==> src/design/knn_pkg.sv <==
`timescale 1ns / 1ps
`default_nettype none
package knn_pkg;
   localparam int MaxPoints     = 256;
   localparam int MaxDims       = 8;
   localparam int MaxNeighbours = 16;
   localparam int CoordBits     = 16;
   localparam int PtW   = 8;
   localparam int DimW  = 3;
   localparam int AddrW = PtW + DimW;
   localparam int DiffW = CoordBits + 1;
   localparam int SqW   = 2 * DiffW;
   localparam int DistW = 35;
   localparam int SlotW = 4;
   localparam int CntW  = 5;

   localparam logic [1:0] CSR_NEIGHBOR_COUNT = 2'd0;
   localparam logic [1:0] CSR_POINTS_IN_USE  = 2'd1;
   localparam logic [1:0] CSR_DIMS_IN_USE    = 2'd2;

   localparam logic OP_LOAD  = 1'b0;
   localparam logic OP_QUERY = 1'b1;

   // controller -> datapath commands
   typedef struct packed {
      logic             load_wr;     // write one coordinate
      logic             clear_list;  // start of query
      logic             rd_en;       // issue store read pair
      logic [PtW-1:0]   cand;        // candidate point
      logic [DimW-1:0]  dim;         // dimension being read
      logic             acc_valid;   // read issued this cycle, data to accumulate
      logic             acc_first;   // first dimension of a candidate
      logic             ins_check;   // sum complete, run insert
      logic             shift_step;  // one insertion shift step
      logic [SlotW-1:0] out_slot;    // list slot to present
   } knn_cmd_type;

   // datapath -> controller status
   typedef struct packed {
      logic             any_present; // accumulated candidate has a shared dim
      logic             ins_take;    // candidate enters the list
      logic             shift_more;  // insertion must move further
      logic [CntW-1:0]  count;       // list fill
      logic [PtW-1:0]   slot_index;  // index at out_slot
   } knn_stat_type;
endpackage
`default_nettype wire

==> src/design/knn_control.sv <==
`timescale 1ns / 1ps
`default_nettype none
module knn_control
   import knn_pkg::*;
(
   input  wire logic           clock,
   input  wire logic           reset,
   input  wire logic           start,
   input  wire logic           op,
   input  wire logic [PtW-1:0] point,
   input  wire logic [8:0]     npts,
   input  wire logic [DimW:0]  ndims,
   input  wire knn_stat_type   stat,
   output knn_cmd_type         cmd,
   output logic                busy,
   output logic [PtW-1:0]      target,
   output logic                rsp_valid,
   output logic [PtW-1:0]      rsp_index,
   output logic [SlotW-1:0]    rsp_rank,
   output logic                rsp_none,
   output logic                rsp_last
);
   typedef enum logic [2:0] {
      S_IDLE, S_READ, S_DRAIN, S_INSERT, S_SHIFT, S_EMIT
   } state_type;

   state_type        state_ff;
   logic [PtW-1:0]   tgt_ff;
   logic [8:0]       cand_ff;
   logic [DimW:0]    dim_ff;
   logic [2:0]       drain_ff;
   logic [SlotW-1:0] slot_ff;
   logic             ok_cand;

   assign busy   = (state_ff != S_IDLE);
   assign target = tgt_ff;
   assign ok_cand = (cand_ff[PtW-1:0] != tgt_ff);

   always_comb begin
      cmd = '0;
      cmd.load_wr    = start && !busy && (op == OP_LOAD);
      cmd.clear_list = start && !busy && (op == OP_QUERY);
      cmd.cand       = cand_ff[PtW-1:0];
      cmd.dim        = dim_ff[DimW-1:0];
      cmd.out_slot   = slot_ff;
      if (state_ff == S_READ) begin
         cmd.rd_en     = 1'b1;
         cmd.acc_valid = 1'b1;
         cmd.acc_first = (dim_ff == '0);
      end
      cmd.ins_check  = (state_ff == S_INSERT) && ok_cand && stat.any_present;
      cmd.shift_step = (state_ff == S_SHIFT);
   end

   // read data comes out of the read register; acc_valid is delayed to match
   // by the datapath chain (acc_valid is issued with the read, ahead of the data;
   // drain covers the pipeline)
   always_ff @(posedge clock) begin
      if (reset) begin
         state_ff  <= S_IDLE;
         rsp_valid <= 1'b0;
      end else begin
         rsp_valid <= 1'b0;
         case (state_ff)
            S_IDLE: begin
               if (start && op == OP_QUERY) begin
                  tgt_ff  <= point;
                  cand_ff <= '0;
                  dim_ff  <= '0;
                  slot_ff <= '0;
                  if ({1'b0, point} < npts && ndims != '0) begin
                     state_ff <= S_READ;
                  end else begin
                     state_ff <= S_EMIT;
                  end
               end
            end
            S_READ: begin
               if (dim_ff + 1'b1 >= ndims || dim_ff == (DimW+1)'(MaxDims-1)) begin
                  dim_ff   <= '0;
                  drain_ff <= '0;
                  state_ff <= S_DRAIN;
               end else begin
                  dim_ff <= dim_ff + 1'b1;
               end
            end
            S_DRAIN: begin
               drain_ff <= drain_ff + 3'd1;
               if (drain_ff == 3'd3) begin
                  state_ff <= S_INSERT;
               end
            end
            S_INSERT: begin
               if (ok_cand && stat.any_present && stat.ins_take) begin
                  state_ff <= S_SHIFT;
               end else if (cand_ff + 9'd1 >= npts) begin
                  state_ff <= S_EMIT;
               end else begin
                  cand_ff  <= cand_ff + 9'd1;
                  state_ff <= S_READ;
               end
            end
            S_SHIFT: begin
               if (!stat.shift_more) begin
                  if (cand_ff + 9'd1 >= npts) begin
                     state_ff <= S_EMIT;
                  end else begin
                     cand_ff  <= cand_ff + 9'd1;
                     state_ff <= S_READ;
                  end
               end
            end
            S_EMIT: begin
               rsp_valid <= 1'b1;
               if (stat.count == '0) begin
                  rsp_index <= '0;
                  rsp_rank  <= '0;
                  rsp_none  <= 1'b1;
                  rsp_last  <= 1'b1;
                  state_ff  <= S_IDLE;
               end else begin
                  rsp_index <= stat.slot_index;
                  rsp_rank  <= slot_ff;
                  rsp_none  <= 1'b0;
                  rsp_last  <= (CntW'(slot_ff) + CntW'(1) == stat.count);
                  slot_ff   <= slot_ff + SlotW'(1);
                  if (CntW'(slot_ff) + CntW'(1) == stat.count) begin
                     state_ff <= S_IDLE;
                  end
               end
            end
            default: state_ff <= S_IDLE;
         endcase
      end
   end
endmodule
`default_nettype wire

==> config.mk <==
export PLATFORM = sky130hd
export DESIGN_NAME = knn_control
export DESIGN_NICKNAME = d
export VERILOG_FILES = /design/src/design/knn_pkg.sv /design/src/design/knn_control.sv
export SDC_FILE = /design/constraint.sdc
export NUM_CORES = 1
export LEC_CHECK = 0
export ABC_AREA = 1
export BUFFER_PORTS_ARGS = -buffer_cell sky130_fd_sc_hd__buf_2
export CORE_MARGIN = 1.5
export CORE_UTILIZATION = 40
export CTS_BUF_LIST = sky130_fd_sc_hd__clkbuf_4 sky130_fd_sc_hd__clkbuf_8
export DETAILED_ROUTE_END_ITERATION = 10
export GPL_TIMING_DRIVEN = 0
export SETUP_SLACK_MARGIN = 0.15
export SYNTH_ARGS = -nofsm -noshare
export SYNTH_HDL_FRONTEND = slang
export SYNTH_SLANG_ARGS = --single-unit
==> constraint.sdc <==
create_clock -name clock -period 4.1 [get_ports clock]
set_input_delay 0.41 -clock clock [delete_from_list [all_inputs] [get_ports clock]]
set_output_delay 0.41 -clock clock [all_outputs]
set_load 0.02 [all_outputs]
==> out/qor.yml, run 1 <==
outcome:
  status: "complete, no violations"
floorplan:
  dieWidth_um: 91.7
  coreArea_mm2: 0.00769
  die_h_um: 91.7
  ioPinCount: 87
  placementRows: 32
  start_util: 0.410
  dieArea_mm2: 0.00841
logic_synthesis:
  avgSynthCellArea_um2: 8.01
  netlist_area_mm2: 0.00315
  ys_types: 32
  seq_area_frac_synth: 0.426
  netlist_instances: 393
  synth_warnings: 0
  synth_fp_nets: 460
  ys_seq_elements: 46
power:
  swShare: 0.433
  power_density_mw_per_mm2: 500
  p_seq_frac: 0.376
  power_frac_comb: 0.469
  peakVddDrop_v: 0.000230
  leakagePower_nw: 2.01
  intPower_mw: 1.08
  p_clk_frac: 0.155
  power.switching_uw: 825
timing:
  maxSlewHeadroom: 0.255
  final-setup-viol-count: 0
  finalCritPeriodShare: 0.728
  skew_ps: 9.16
  worst_pin_slew_ps: 1110
  period_needed_ps: 2980
  slew_violations: 0
  final.hold.worst_slack_ps: 291
  rsz0062_at_grt: "no"
  tns_ps: 0
  report.final.hold_viol_count: 0
  clock.fmax_ghz: 0.335
placed_design:
  port_buffers: 85
  place.gp.congestion: 0.875
  dpl_cell_area_mm2: 0.00372
  hpwl_um: 5630
  placed_cells: 581
final_layout:
  seq_area_mm2: 0.00134
  stdcell_count: 589
  multi_input_area_mm2: 0.00135
  utilization: 0.495
  design_area_mm2: 0.00381
  nets: 553
  fillCellCount: 798
  diodes: 0
  drive_gt1_frac: 0.257
  areaGrowthSynthToFinish_pct: 20.9
global_route:
  grt-ovfl-total: 0
  grt_pass1_wl_um: 11500
  antenna_found_initial: 0
  grtUsageTotal: 0.174
  grt_max_degree: 17
  grt_pass1_vias: 2528
clock_tree:
  clkSinkCount: 46
  cts_hold_buffers: 0
  post_cts.repair.setup_buffers: 0
  htreeDepth: 2
  cts_buffers: 5
  clkLatencyLatePin_ps: 310
  cts_tree: "done"
  clockBufferDepth: 2
  clockRootBuffer: "clkbuf_8"
  cts_resized: 0
  clk_pin_slew_ps: 100
setup_path:
  worst_path_dominant_cell_family: "simple AND/OR/NAND/NOR gates"
  cp_slowest_stage_delay_ps: 490
  worst-setup-path-type: "reg -> reg"
  required_ps: 4180
  worst_path_most_repeated_cell: "nor2_2"
  cp_num_buf_inv: 4
  crit_slowest_cell: "edfxtp_1"
  cp.arrival_ps: 3060
  crit_path_end_kind: "flip-flop"
  worst-path-max-fanout: 10
  worstPathCellList: "inv_2 -> nor3_4 -> nand3_2 -> nor2_2 -> nand2_1 -> xor2_1 -> clkinv_2 -> ha_1 -> nand2_1 -> inv_1 -> a21oi_1 -> nand4_2 -> clkbuf_8 -> nor2_2 -> nor2_2"
  worstSetupStartpointType: "flip-flop"
drt:
  first_pass_iters: 4
  vias_per_cell: 4.52
  wire_per_inst_um: 11.9
  drc: 0
  dr_total_vias: 2663
  postRouteAntennaNets: 0
  drt_iter0_drc: 94
  routed_wl_um: 7030
flow_run:
  drv_cap: 0
worst_hold_path:
  min_path_type: "in -> reg"
[layout make-up]
cell class,instances,share of cell area
clock inverter,3,0.00624
sequential,46,0.352
tap,102,0.0335
inverter,92,0.0910
buffer,16,0.0306
timing repair buffer,86,0.114
multi-input combinational,239,0.355
clock buffer,5,0.0181
[stage by stage]
step | power [mW] | setup WS [ps]
6_report | 1.90 | 1120
5_1_grt | 2.06 | 886
4_1_cts | 1.92 | 1110
3_5_place_dp | 1.63 | 1140
3_3_place_gp | 1.60 | 1140
2_1_floorplan | 1.37 | 1570
[cells in the final DEF (no fill, tap or decap), types with 4 or more instances in the layout]
cell	instances
buf_2	85
nand3_1	13
inv_1	89
xor2_1	8
edfxtp_1	42
buf_4	13
nand2_1	92
ha_1	26
nand4_1	6
a21oi_1	16
clkbuf_8	6
o21ai_0	8
dfxtp_1	4
nor3_1	5
nor2_2	4
xnor2_1	6
nor2_1	40
[Yosys cell counts, drive strengths merged]
| library cell | instances | share of area |
|---|---|---|
| a211oi | 2 | 0.0048 |
| a21oi | 17 | 0.028 |
| buf | 13 | 0.030 |
| clkbuf | 3 | 0.0071 |
| clkinv | 1 | 0.0016 |
| dfxtp | 4 | 0.025 |
| edfxtp | 42 | 0.40 |
| ha | 26 | 0.10 |
| inv | 91 | 0.11 |
| nand2 | 94 | 0.11 |
| nand3 | 15 | 0.027 |
| nand3b | 1 | 0.0024 |
| nand4 | 7 | 0.016 |
| nor2 | 44 | 0.056 |
| nor3 | 7 | 0.016 |
| nor4 | 2 | 0.0040 |
| o21ai | 10 | 0.017 |
| xnor2 | 6 | 0.017 |
| xor2 | 8 | 0.022 |
[cells by family after synthesis]
group	Yosys count	synth area share
AND/OR/NAND/NOR	170	0.235
buffers and inverters	108	0.147
flip-flops	46	0.426
AO/OA/AOI/OAI	29	0.0501
adder cells (fa/ha/maj)	26	0.103
XOR/XNOR	14	0.0389
[registers in the layout (all words and copies together) (netlist names)]
name,flops
dim_ff,4
rsp_rank,4
rsp_index,8
target,8
drain_ff,3
rsp_none,1
rsp_valid,1
rsp_last,1
cand_ff,9
state_ff,3
slot_ff,4
[routing by layer]
| metal | routed length, µm | vias up | GRT usage | part of all wire |
|---|---|---|---|---|
| met5 | 0 | - | 0 | 0 |
| met4 | 136 | 0 | 0.0590 | 0.019 |
| met3 | 377 | 10 | 0.0282 | 0.054 |
| met2 | 3400 | 76 | 0.300 | 0.48 |
| met1 | 3110 | 1176 | 0.222 | 0.44 |
| li1 | - | 1401 | - | - |
[power by group through the flow]
stage | sequential, mW | combinational (mW) | clock, mW
6_report | 0.716 | 0.892 | 0.295
5_1_grt | 0.730 | 1.01 | 0.318
4_1_cts | 0.718 | 0.902 | 0.302
3_5_place_dp | 0.728 | 0.897 | 0
3_3_place_gp | 0.725 | 0.872 | 0
2_1_floorplan | 0.727 | 0.645 | 0
[final timing paths]
kind	startpoint	cells past startpoint	end	slack (ps)
max reg2reg	cand_ff[2]$_SDFFCE_PN0P_	15	cand_ff[7]$_SDFFCE_PN0P_	1120
max	cand_ff[2]$_SDFFCE_PN0P_	15	cand_ff[7]$_SDFFCE_PN0P_	1120
min	point[0]	1	target[0]$_DFFE_PP_	290
min reg2reg	state_ff[2]$_SDFFE_PP0P_	2	state_ff[2]$_SDFFE_PP0P_	520
Note: power is estimated with default switching activity, not from simulation.
==> inputs of run 2 (changes only) <==
--- a/config.mk
+++ b/config.mk
@@ -5,7 +5,7 @@
 export SDC_FILE = /design/constraint.sdc
 export NUM_CORES = 1
 export LEC_CHECK = 0
-export ABC_AREA = 1
+export ABC_AREA = 0
 export BUFFER_PORTS_ARGS = -buffer_cell sky130_fd_sc_hd__buf_2
 export CORE_MARGIN = 1.5
 export CORE_UTILIZATION = 40
==> constraint.sdc (replaced) <==
create_clock -name clock -period 2.8 [get_ports clock]
set_input_delay 0.28 -clock clock [delete_from_list [all_inputs] [get_ports clock]]
set_output_delay 0.28 -clock clock [all_outputs]
set_load 0.02 [all_outputs]
==> run 2 against run 1 <==
The run now ends with negative setup slack left. Cell count shrank 17%. Cell area is 0.66% higher. Power grew 51%. Non-clock buffer count up 11. Worst setup slack got worse by 1100 ps. Combinational power is 39% higher. Critical path depth is 3 lower. Sequential power rose by 44%. Utilization up 3.9 points. Register-to-register slack got worse by 1100 ps. Critical endpoint is now state_ff[2]$_SDFFE_PP0P_. Largest cell class unchanged. Highest routed layer unchanged.
==> out/qor.yml, run 2 <==
setup_path:
  required_ps: 3010
  worst_path_most_repeated_cell: "and3_4"
  worst-path-max-fanout: 5
  worst_path_dominant_cell_family: "compound AO/OA/AOI/OAI gates"
  worstSetupStartpointType: "flip-flop"
  r2r-start: "cand_ff[1]$_SDFFCE_PN0P_"
  cp_slowest_stage_delay_ps: 420
  worstPathCellList: "ha_2 -> and3_4 -> and3_4 -> and3_4 -> xor2_1 -> ha_1 -> a21oi_2 -> o21ai_2 -> a41oi_4 -> a31oi_2 -> a21o_1 -> a32o_2"
  crit_slowest_cell: "edfxtp_1"
  crit_path_end_kind: "flip-flop"
  worst-setup-path-type: "reg -> reg"
  setup.worst_path.start: "cand_ff[1]$_SDFFCE_PN0P_"
  cp_num_buf_inv: 0
  cp.arrival_ps: 3030
final_layout:
  drive_gt1_frac: 0.385
  final_common_cell: "buf_2"
  nets: 453
  diodes: 0
  design_area_mm2: 0.00383
  largest_register_ffs: 9
  utilization: 0.534
  stdcell_count: 486
  fillCellCount: 671
  largest_register: "cand_ff"
  final_cell_mix: "buf_2, edfxtp_1, nor2_1"
  areaGrowthSynthToFinish_pct: 30.3
timing:
  report.final.hold_viol_count: 0
  skew_ps: 12.9
  clock.fmax_ghz: 0.354
  final.hold.worst_slack_ps: 164
  tns_ps: -47.6
  finalCritPeriodShare: 1.01
  period_needed_ps: 2830
  rsz0062_at_grt: "yes"
  maxSlewHeadroom: 0.237
  slew_violations: 0
  final-setup-viol-count: 3
  worst_pin_slew_ps: 1140
  setup_slack_ps: -27.1
power:
  power_mw: 2.88
  power_density_mw_per_mm2: 750
  peakVddDrop_v: 0.000325
  leakagePower_nw: 1.74
clock_tree:
  htreeDepth: 2
  clockRootBuffer: "clkbuf_8"
  clkLatencyLatePin_ps: 300
  clkSinkCount: 46
  cts_buffers: 5
  clk_pin_slew_ps: 90
  cts_tree: "done"
  clockBufferDepth: 2
  cts_hold_buffers: 0
logic_synthesis:
  avgSynthCellArea_um2: 10.4
  synth_most_common_cell: "edfxtp_1"
  seq_area_frac_synth: 0.456
  ys_types: 46
  synth_fp_nets: 349
  netlist_instances: 282
  async_reset_ff_frac: 0
  ys_seq_elements: 46
  synth_top_area_frac: 0.429
  yosys-top-cells-count: "edfxtp_1, nor2_1, ha_1, inv_1, xor2_1"
  netlist_area_mm2: 0.00294
  synth-main-ff-cell: "edfxtp_1"
  synth_area_leaders: "edfxtp_1, ha_1, xor2_1"
  synth_warnings: 0
  synth_top_cell_by_area: "edfxtp_1"
  synth_edf_count: 42
floorplan:
  placementRows: 31
  dieArea_mm2: 0.00788
  coreArea_mm2: 0.00718
  dieWidth_um: 88.8
  die_h_um: 88.8
  start_util: 0.410
  ioPinCount: 87
placed_design:
  place.gp.congestion: 0.848
  dp_slack_ps: -302
  hpwl_um: 5030
  dpl_cell_area_mm2: 0.00352
  placed_cells: 467
  port_buffers: 86
drt:
  first_pass_iters: 4
  vias_per_cell: 4.84
  postRouteAntennaNets: 0
  drc: 0
  routed_wl_um: 6650
  drt_iter0_drc: 41
  wire_per_inst_um: 13.7
  dr_total_vias: 2351
global_route:
  grtUsageTotal: 0.175
  antenna_found_initial: 0
  grt_pass1_wl_um: 10500
  grt-ovfl-total: 0
  grt_max_degree: 15
  grt_pass1_vias: 2174
outcome:
  violations: "negative setup slack"
  status: "finished, violations left"
flow_run:
  drv_cap: 0
worst_hold_path:
  min_path_type: "in -> reg"
  min_from: "point[0]"
## run 2: changes by cell type after synthesis, moves of 3 or more
cell      delta
nor2_1      -12
and2_1       +3
buf_2        +3
a21oi_1      -5
nor2b_1     +17
nor2_2       -3
nand2_1     -77
nand2b_1     +4
xnor2_1      +5
and3_1      +10
inv_1       -68
xor2_1      +12
nand4_1      -3
## run 2: path summary, 6_finish.rpt
check / depth (start not counted) / slack [ps] / endpoint
setup / recovery: 12 / -30 / state_ff[2]$_SDFFE_PP0P_
hold / removal: 1 / 160 / target[0]$_DFFE_PP_
setup reg to reg: 12 / -30 / state_ff[2]$_SDFFE_PP0P_
hold reg to reg: 1 / 560 / drain_ff[0]$_SDFFCE_PP0P_
## run 2: what timing repair did
item / CTS / global route
gates resized for setup: 8 / 9
setup buffers: 9 / 1
cloned: 1 / 0
pin swaps: 5 / 4
endpoints found under the setup margin: 10 / 20
## run 2: layout make-up
| cell class | count | area [µm²] | share of cell area |
|---|---|---|---|
| clock buffers | 6 | 82.6 | 0.0215 |
| repair buffers | 96 | 509 | 0.133 |
| multi-input cells | 199 | 1510 | 0.395 |
| well taps | 99 | 124 | 0.0323 |
| plain buffers | 17 | 124 | 0.0323 |
| flip-flops and latches | 46 | 1340 | 0.350 |
| inverters | 21 | 78.8 | 0.0206 |
| clock inverters | 2 | 60.1 | 0.0157 |
## run 2: layer usage
metal,GRT usage,up-vias,routed length (µm)
met5,0,-,0
met3,0.0382,11,435
met2,0.273,82,2990
li1,-,1191,-
met4,0.0526,0,104
met1,0.242,1067,3120
## run 2: where the power goes
group,total (mW),switching [mW],internal (mW)
clock,0.607,0.226,0.381
combinational,1.24,0.713,0.529
sequential,1.03,0.127,0.901
total,2.88,1.07,1.81
## run 2: cells by family after synthesis
| kind of cell | Yosys count | share of synthesized area |
|---|---|---|
| simple gates | 104 | 0.182 |
| flops | 46 | 0.456 |
| buf+inv | 38 | 0.0650 |
| compound gates | 36 | 0.0906 |
| xor+xnor | 31 | 0.0923 |
| fa+ha+maj | 26 | 0.111 |
| mux | 1 | 0.00340 |
